## src/rtl/core/assert_macros.svh

```systemverilog
// Assertion macros shared by the RTL; empty when synthesizing.
`ifndef ASSERT_MACROS_SVH
`define ASSERT_MACROS_SVH
`ifndef SYNTHESIS
// Check a property on every rising edge of clk, outside reset.
`define BGLI_ASSERT(lbl, prop, msg) \
  lbl: assert property (@(posedge clk) disable iff (!rst_n) prop) else $error(msg);
// Check that a condition implies another in the following cycle.
`define BGLI_ASSERT_NEXT(lbl, ante, cons, msg) \
  lbl: assert property (@(posedge clk) disable iff (!rst_n) (ante) |=> (cons)) else $error(msg);
`else
`define BGLI_ASSERT(lbl, prop, msg)
`define BGLI_ASSERT_NEXT(lbl, ante, cons, msg)
`endif
`endif

```

## src/rtl/core/bgli_pkg.sv

```systemverilog
// Shared types, constants and helpers of the green interpolation block.
package bgli_pkg;

  localparam int SAMPLE_W   = 17;
  localparam int GREEN_W    = 21;
  localparam int FW_W       = 13;
  localparam int FH_W       = 16;
  localparam int PAT_W      = 32;
  localparam int CFG_W      = 32;
  localparam int CFG_IDX_W  = 2;
  localparam int ROW_W      = 17;
  localparam int SLOT_W     = 3;
  localparam int STORE_ROWS = 6;

  localparam logic [CFG_IDX_W-1:0] CFG_FRAME_WIDTH   = 2'd0;
  localparam logic [CFG_IDX_W-1:0] CFG_FRAME_HEIGHT  = 2'd1;
  localparam logic [CFG_IDX_W-1:0] CFG_COLOR_PATTERN = 2'd2;

  localparam logic [FW_W-1:0]  FW_RESET  = 13'd4096;
  localparam logic [FH_W-1:0]  FH_RESET  = 16'd4096;
  localparam logic [PAT_W-1:0] PAT_RESET = 32'd2492765332;

  localparam logic [1:0] COLOR_GREEN = 2'd1;

  // window tap positions
  localparam int TAP_C    = 0;
  localparam int TAP_L1   = 1;
  localparam int TAP_L2   = 2;
  localparam int TAP_L3   = 3;
  localparam int TAP_R1   = 4;
  localparam int TAP_R2   = 5;
  localparam int TAP_R3   = 6;
  localparam int TAP_U1   = 7;
  localparam int TAP_U2   = 8;
  localparam int TAP_U3   = 9;
  localparam int TAP_D1   = 10;
  localparam int TAP_D2   = 11;
  localparam int TAP_D3   = 12;
  localparam int NUM_TAPS = 13;

  typedef struct packed {
    logic signed [SAMPLE_W-1:0] sample;
    logic                       is_padding;
  } in_item_t;

  typedef struct packed {
    logic signed [GREEN_W-1:0] green;
    logic                      frame_end;
  } out_item_t;

  typedef struct packed {
    logic green;
    logic ring_outer;
    logic ring_mid;
    logic frame_end;
  } site_t;

  // (s + k) mod 6 for a row slot
  function automatic logic [SLOT_W-1:0] slot_add(input logic [SLOT_W-1:0] s,
                                                 input logic [SLOT_W-1:0] k);
    logic [SLOT_W:0] sum;
    sum = {1'b0, s} + {1'b0, k};
    if (sum >= (SLOT_W+1)'(STORE_ROWS)) begin
      sum = sum - (SLOT_W+1)'(STORE_ROWS);
    end
    return sum[SLOT_W-1:0];
  endfunction

endpackage

```

## src/rtl/core/bgli_estimate.sv

```systemverilog
// Green estimate pipeline: gradients, Laplacian energies, direction choice.
module bgli_estimate #(
  parameter int SAMPLE_BITS = 16
) (
  input  logic                                        clk,
  input  logic                                        rst_n,
  input  logic                                        in_valid,
  output logic                                        in_ready,
  input  logic [bgli_pkg::NUM_TAPS-1:0][SAMPLE_BITS-1:0] taps,
  input  bgli_pkg::site_t                             site,
  output logic                                        out_valid,
  input  logic                                        out_stall,
  output bgli_pkg::out_item_t                         out_data
);

  localparam int DW = SAMPLE_BITS + 10;

  function automatic logic signed [DW-1:0] ext(input logic [SAMPLE_BITS-1:0] v);
    return signed'({{(DW-SAMPLE_BITS){1'b0}}, v});
  endfunction

  function automatic logic signed [DW-1:0] absd(input logic signed [DW-1:0] v);
    return (v < 0) ? -v : v;
  endfunction

  // tap register
  logic                                            vt_r;
  logic [bgli_pkg::NUM_TAPS-1:0][SAMPLE_BITS-1:0]  taps_r;
  bgli_pkg::site_t                                 site_t_r;

  // stage A
  logic                 va_r;
  bgli_pkg::site_t      site_a_r;
  logic signed [DW-1:0] gh_a_r, gv_a_r, c8_a_r;
  logic signed [DW-1:0] rhl_a_r, rhr_a_r, rvu_a_r, rvd_a_r, hlap_a_r, vlap_a_r;
  logic signed [DW-1:0] dh1_a_r, dh2_a_r, dv1_a_r, dv2_a_r;
  logic signed [DW-1:0] gh_a_nxt, gv_a_nxt, c8_a_nxt;
  logic signed [DW-1:0] rhl_a_nxt, rhr_a_nxt, rvu_a_nxt, rvd_a_nxt, hlap_a_nxt, vlap_a_nxt;

  // stage B
  logic                 vb_r;
  bgli_pkg::site_t      site_b_r;
  logic signed [DW-1:0] gh_b_r, gv_b_r, c8_b_r, eh_b_r, ev_b_r, dh_b_r, dv_b_r;
  logic signed [DW-1:0] hsum, vsum;

  // output register
  logic                   ov_r;
  bgli_pkg::out_item_t    out_r;
  logic signed [DW-1:0]   mh, mv, sum_hv, pick;
  logic signed [DW+bgli_pkg::GREEN_W-1:0] wide;

  logic o_rdy, b_rdy, a_rdy, t_rdy;

  assign o_rdy    = !ov_r || !out_stall;
  assign b_rdy    = !vb_r || o_rdy;
  assign a_rdy    = !va_r || b_rdy;
  assign t_rdy    = !vt_r || a_rdy;
  assign in_ready = t_rdy;

  always_ff @(posedge clk) begin
    if (!rst_n) begin
      vt_r <= 1'b0;
      va_r <= 1'b0;
      vb_r <= 1'b0;
      ov_r <= 1'b0;
    end else begin
      if (t_rdy) vt_r <= in_valid;
      if (a_rdy) va_r <= vt_r;
      if (b_rdy) vb_r <= va_r;
      if (o_rdy) ov_r <= vb_r;
    end
  end

  always_ff @(posedge clk) begin
    if (t_rdy) begin
      taps_r   <= taps;
      site_t_r <= site;
    end
  end

  // stage A: directional estimates and residual pieces
  always_comb begin
    logic signed [DW-1:0] c, l1, l2, l3, r1, r2, r3, u1, u2, u3, d1, d2, d3;
    c  = ext(taps_r[bgli_pkg::TAP_C]);
    l1 = ext(taps_r[bgli_pkg::TAP_L1]);
    l2 = ext(taps_r[bgli_pkg::TAP_L2]);
    l3 = ext(taps_r[bgli_pkg::TAP_L3]);
    r1 = ext(taps_r[bgli_pkg::TAP_R1]);
    r2 = ext(taps_r[bgli_pkg::TAP_R2]);
    r3 = ext(taps_r[bgli_pkg::TAP_R3]);
    u1 = ext(taps_r[bgli_pkg::TAP_U1]);
    u2 = ext(taps_r[bgli_pkg::TAP_U2]);
    u3 = ext(taps_r[bgli_pkg::TAP_U3]);
    d1 = ext(taps_r[bgli_pkg::TAP_D1]);
    d2 = ext(taps_r[bgli_pkg::TAP_D2]);
    d3 = ext(taps_r[bgli_pkg::TAP_D3]);
    gh_a_nxt   = ((l1 + r1) <<< 2) + (c <<< 2) - ((l2 + r2) <<< 1);
    gv_a_nxt   = ((u1 + d1) <<< 2) + (c <<< 2) - ((u2 + d2) <<< 1);
    c8_a_nxt   = c <<< 3;
    rhl_a_nxt  = (l2 <<< 3) - ((l3 + l1) <<< 2);
    rhr_a_nxt  = (r2 <<< 3) - ((r1 + r3) <<< 2);
    rvu_a_nxt  = (u2 <<< 3) - ((u3 + u1) <<< 2);
    rvd_a_nxt  = (d2 <<< 3) - ((d1 + d3) <<< 2);
    hlap_a_nxt = l2 - (c <<< 1) + r2;
    vlap_a_nxt = u2 - (c <<< 1) + d2;
  end

  always_ff @(posedge clk) begin
    if (a_rdy) begin
      site_a_r <= site_t_r;
      gh_a_r   <= gh_a_nxt;
      gv_a_r   <= gv_a_nxt;
      c8_a_r   <= c8_a_nxt;
      rhl_a_r  <= rhl_a_nxt;
      rhr_a_r  <= rhr_a_nxt;
      rvu_a_r  <= rvu_a_nxt;
      rvd_a_r  <= rvd_a_nxt;
      hlap_a_r <= hlap_a_nxt;
      vlap_a_r <= vlap_a_nxt;
      dh1_a_r  <= ext(taps_r[bgli_pkg::TAP_L2]) - ext(taps_r[bgli_pkg::TAP_C]);
      dh2_a_r  <= ext(taps_r[bgli_pkg::TAP_L1]) - ext(taps_r[bgli_pkg::TAP_R1]);
      dv1_a_r  <= ext(taps_r[bgli_pkg::TAP_U2]) - ext(taps_r[bgli_pkg::TAP_C]);
      dv2_a_r  <= ext(taps_r[bgli_pkg::TAP_U1]) - ext(taps_r[bgli_pkg::TAP_D1]);
    end
  end

  // stage B: energies and gradient magnitudes
  assign hsum = rhl_a_r - ((c8_a_r - gh_a_r) <<< 1) + rhr_a_r;
  assign vsum = rvu_a_r - ((c8_a_r - gv_a_r) <<< 1) + rvd_a_r;

  always_ff @(posedge clk) begin
    if (b_rdy) begin
      site_b_r <= site_a_r;
      gh_b_r   <= gh_a_r;
      gv_b_r   <= gv_a_r;
      c8_b_r   <= c8_a_r;
      eh_b_r   <= absd(hsum) + (absd(hlap_a_r) <<< 3);
      ev_b_r   <= absd(vsum) + (absd(vlap_a_r) <<< 3);
      dh_b_r   <= absd(dh1_a_r) + absd(dh2_a_r);
      dv_b_r   <= absd(dv1_a_r) + absd(dv2_a_r);
    end
  end

  // output stage: pick direction, average on a tie (rounded toward zero)
  always_comb begin
    mh     = site_b_r.ring_mid ? dh_b_r : eh_b_r;
    mv     = site_b_r.ring_mid ? dv_b_r : ev_b_r;
    sum_hv = gh_b_r + gv_b_r;
    if (site_b_r.green) begin
      pick = c8_b_r;
    end else if (site_b_r.ring_outer) begin
      pick = '0;
    end else if (mh < mv) begin
      pick = gh_b_r;
    end else if (mv < mh) begin
      pick = gv_b_r;
    end else begin
      pick = (sum_hv + ((sum_hv < 0) ? DW'(1) : DW'(0))) >>> 1;
    end
    wide = {{bgli_pkg::GREEN_W{pick[DW-1]}}, pick};
  end

  always_ff @(posedge clk) begin
    if (o_rdy) begin
      out_r.green     <= wide[bgli_pkg::GREEN_W-1:0];
      out_r.frame_end <= site_b_r.frame_end;
    end
  end

  assign out_valid = ov_r;
  assign out_data  = out_r;

endmodule

```

## config.mk

```make
export PLATFORM = sky130hd
export DESIGN_NAME = bgli_estimate
export DESIGN_NICKNAME = d
export VERILOG_FILES = /design/src/rtl/core/assert_macros.svh /design/src/rtl/core/bgli_pkg.sv /design/src/rtl/core/bgli_estimate.sv
export SDC_FILE = /design/constraint.sdc
export NUM_CORES = 2
export LEC_CHECK = 0
export ABC_AREA = 1
export BUFFER_PORTS_ARGS = -buffer_cell sky130_fd_sc_hd__buf_2
export CAP_MARGIN = 40
export CORE_ASPECT_RATIO = 1.25
export CORE_MARGIN = 1
export CORE_UTILIZATION = 30
export CTS_CLUSTER_DIAMETER = 100
export CTS_CLUSTER_SIZE = 8
export DETAILED_ROUTE_END_ITERATION = 16
export GPL_ROUTABILITY_DRIVEN = 0
export PLACE_DENSITY = 0.5
export SETUP_SLACK_MARGIN = 0.2
export SLEW_MARGIN = 20
export SYNTH_ARGS = -nofsm -noshare
export SYNTH_HDL_FRONTEND = slang
export SYNTH_SLANG_ARGS = --single-unit
export TNS_END_PERCENT = 5
```

## constraint.sdc

```tcl
create_clock -name clk -period 35.3 [get_ports clk]
set_input_delay 5.295 -clock clk [delete_from_list [all_inputs] [get_ports clk]]
set_output_delay 5.295 -clock clk [all_outputs]
set_load 0.1 [all_outputs]
```

==> impl_metrics.ini <==
[sta]
fmaxAchievable_mhz = 77.40
fin_crit_sh = 0.3660
slew_headroom = 0.4441
slew_viol_final = 0
rsz0062_at_grt = no
setup_tns_ns = 0
skew_ns = 0.04477
finalSetupViolCount = 0
worst_pin_slew_ns = 0.8339
finalHoldViolations = 0
period_minus_slack_ns = 12.92

[critical_path]
cp-start-kind = input port
endpoint_kind = primary output
path_class = input port to primary output
worstPathRequired_ns = 30.00
cp.arrival_ns = 7.62
reg2reg_depth = 34
worstPathMaxFanout = 43

[synth]
synthArstFlopShare = 0
synth_flop_cell = edfxtp_1
ys_seq_area_frac = 0.3688
synth_top_area_frac = 0.3673
ys_types = 60
syn_inst = 5891
avgSynthCellArea_um2 = 8.744
yosysMostFrequentCell = nand2_1
ys_top_cells_by_area = edfxtp_1, ha_1, nand2_1, xor2_1, inv_1
ys_warn_count = 0
synth_common_cells = nand2_1, inv_1, edfxtp_1, ha_1, a21oi_1
syn_area_mm2 = 0.05151
synth_top_cell_by_area = edfxtp_1
synth_edf_count = 630
ys_ff_latch = 634

[detailed_routing]
routed_wl_um = 160900
num_vias = 40729
route.detailed.drc = 0
avgRoutedWirePerCell_um = 19.00
drtIter0Drc = 2644
ant_nets = 0
via_per_inst = 4.811
drt_first_pass_iters = 6

[global_route]
grt_pass1_vias = 39795
overflow = 0
grt_pass1_wl_um = 239500
grt_usage = 0.1817
antenna_found_initial = 3
grt_max_degree = 112

[placed_design]
dp.final_hpwl_um = 134400
portBuffers = 239

[min_path]
hold_path.class = register to register
worstHoldPathCells = 0

[clock_tree]
cts_buffers = 90
cts_max_level = 3
cts_hold_repair.buffers = 0
insertion_delay_ns = 0.72
cts.sinks = 634
cts_buffer_depth = 3
cts.clk_slew.worst_paths_ns = 0.05
post_cts_resize_count = 0
cts_tree = built
cts-root-buf = clkbuf_16
cts_setup_buffers = 0

[layout]
regArea_mm2 = 0.01900
drive_above_1_share = 0.07371
n_fill_cell = 17731
multi_input_area_mm2 = 0.02963
nets = 7119
area_growth_pct = 12.66

[run]
maxCapViolCount = 0

[floorplanning]
core_mm2 = 0.1700
die_area_mm2 = 0.1734
dieWidth_um = 372.6
ioPinCount = 240
die_h_um = 465.3
rows = 169
start_util = 0.3030

[status]
status = finished clean
stage by stage:
| stage | hold slack, ns | cell area [µm²] | util | instances | setup slack (ns) |
|---|---|---|---|---|---|
| after floorplan | 0.4003 | 51660 | - | 5930 | 15.47 |
| after global placement | 0.4021 | 55490 | 0.3264 | 8349 | 21.63 |
| after detailed placement | 0.4052 | 55540 | 0.3267 | 8352 | 22.32 |
| after CTS | 0.4124 | 57980 | 0.3411 | 8462 | 22.33 |
| after global routing | 0.4203 | 58030 | 0.3413 | 8465 | 22.25 |
| final | 0.4160 | 58030 | 0.3413 | 8465 | 22.38 |
cell type report:
class	count	share of cell area
multi-input cells	4500	0.5106
flip-flops and latches	634	0.3274
inverters	742	0.04830
well taps	2223	0.04793
clock buffers	102	0.03995
repair buffers	255	0.02359
clock inverters	8	0.002221
diodes	1	0.00004312
registers in the layout, indices dropped and copies added, names as in the netlist, 16 cells and up:
register and flops:
rhl_a_r 18, hlap_a_r 18, gv_a_r 20, out_data 22, dv2_a_r 17, dh1_a_r 17
dh2_a_r 17, dv_b_r 26, eh_b_r 24, c8_a_nxt 16, gh_b_r 20, gh_a_r 20
vlap_a_r 18, dh_b_r 26, c8_b_r 16, dv1_a_r 17, rvd_a_r 18, rvu_a_r 18
taps_r 192, gv_b_r 20, c8_a_r 16, rhr_a_r 18, ev_b_r 24
worst paths after layout:
check         startpoint     endpoint  slack [ns]
max reg2reg    gh_a_r[1]   eh_b_r[23]       28.14
min          site_t_r[2]  site_a_r[2]        0.42
max            out_stall     in_ready       22.38
min reg2reg  site_t_r[2]  site_a_r[2]        0.42
logic make-up after synthesis:
family | count (synthesis) | synth area share
other cells | 1 | 0.00007280
xor+xnor | 563 | 0.09573
flops | 634 | 0.3688
buf+inv | 796 | 0.05898
mux | 49 | 0.01010
compound gates | 995 | 0.1085
fa+ha+maj | 680 | 0.1799
simple gates | 2173 | 0.1779
metal layers:
metal / vias to the layer above / track usage / wire [µm]
met5: - / 0 / 13
met4: 2 / 0.07263 / 5963
met3: 213 / 0.01750 / 6377
met2: 959 / 0.2995 / 73170
met1: 18928 / 0.2443 / 75340
li1: 20627 / - / -
critical path, cell delays in order:
cell and delay [ns]:
buf_2 0.11, nand2_1 0.28, buf_8 0.27, nor2_1 0.23
inv_6 0.20, nor2_1 0.50, nand2_4 0.31, buf_2 0.40
placed cells by master, fill, tap and decap left out, types with 24 or more instances in the layout:
cell type  Yosys  final
xnor2_1      197    197
nor2_1       375    375
nor3_1        77     77
fa_1         101    101
nand4_1       55     55
a31oi_1       50     50
o21ai_0      210    210
xor2_1       366    366
inv_1        728    726
mux2_2        24     24
a21o_1        32     32
ha_1         579    579
nor4_1        26     26
nand2_2       27     27
nand2_1     1282   1281
edfxtp_1     630    630
a21boi_0      31     31
clkbuf_16      0     91
nand3b_1      48     48
buf_2         21    240
conb_1         1     40
nand3_1      239    239
a21oi_1      506    506
mux2i_1       25     25
o21ai_1       36     36
o21bai_1      49     49
Power is left out: the tool's default activity adds up to more than one toggle a clock period on the data nets, which glitch-free logic cannot reach.
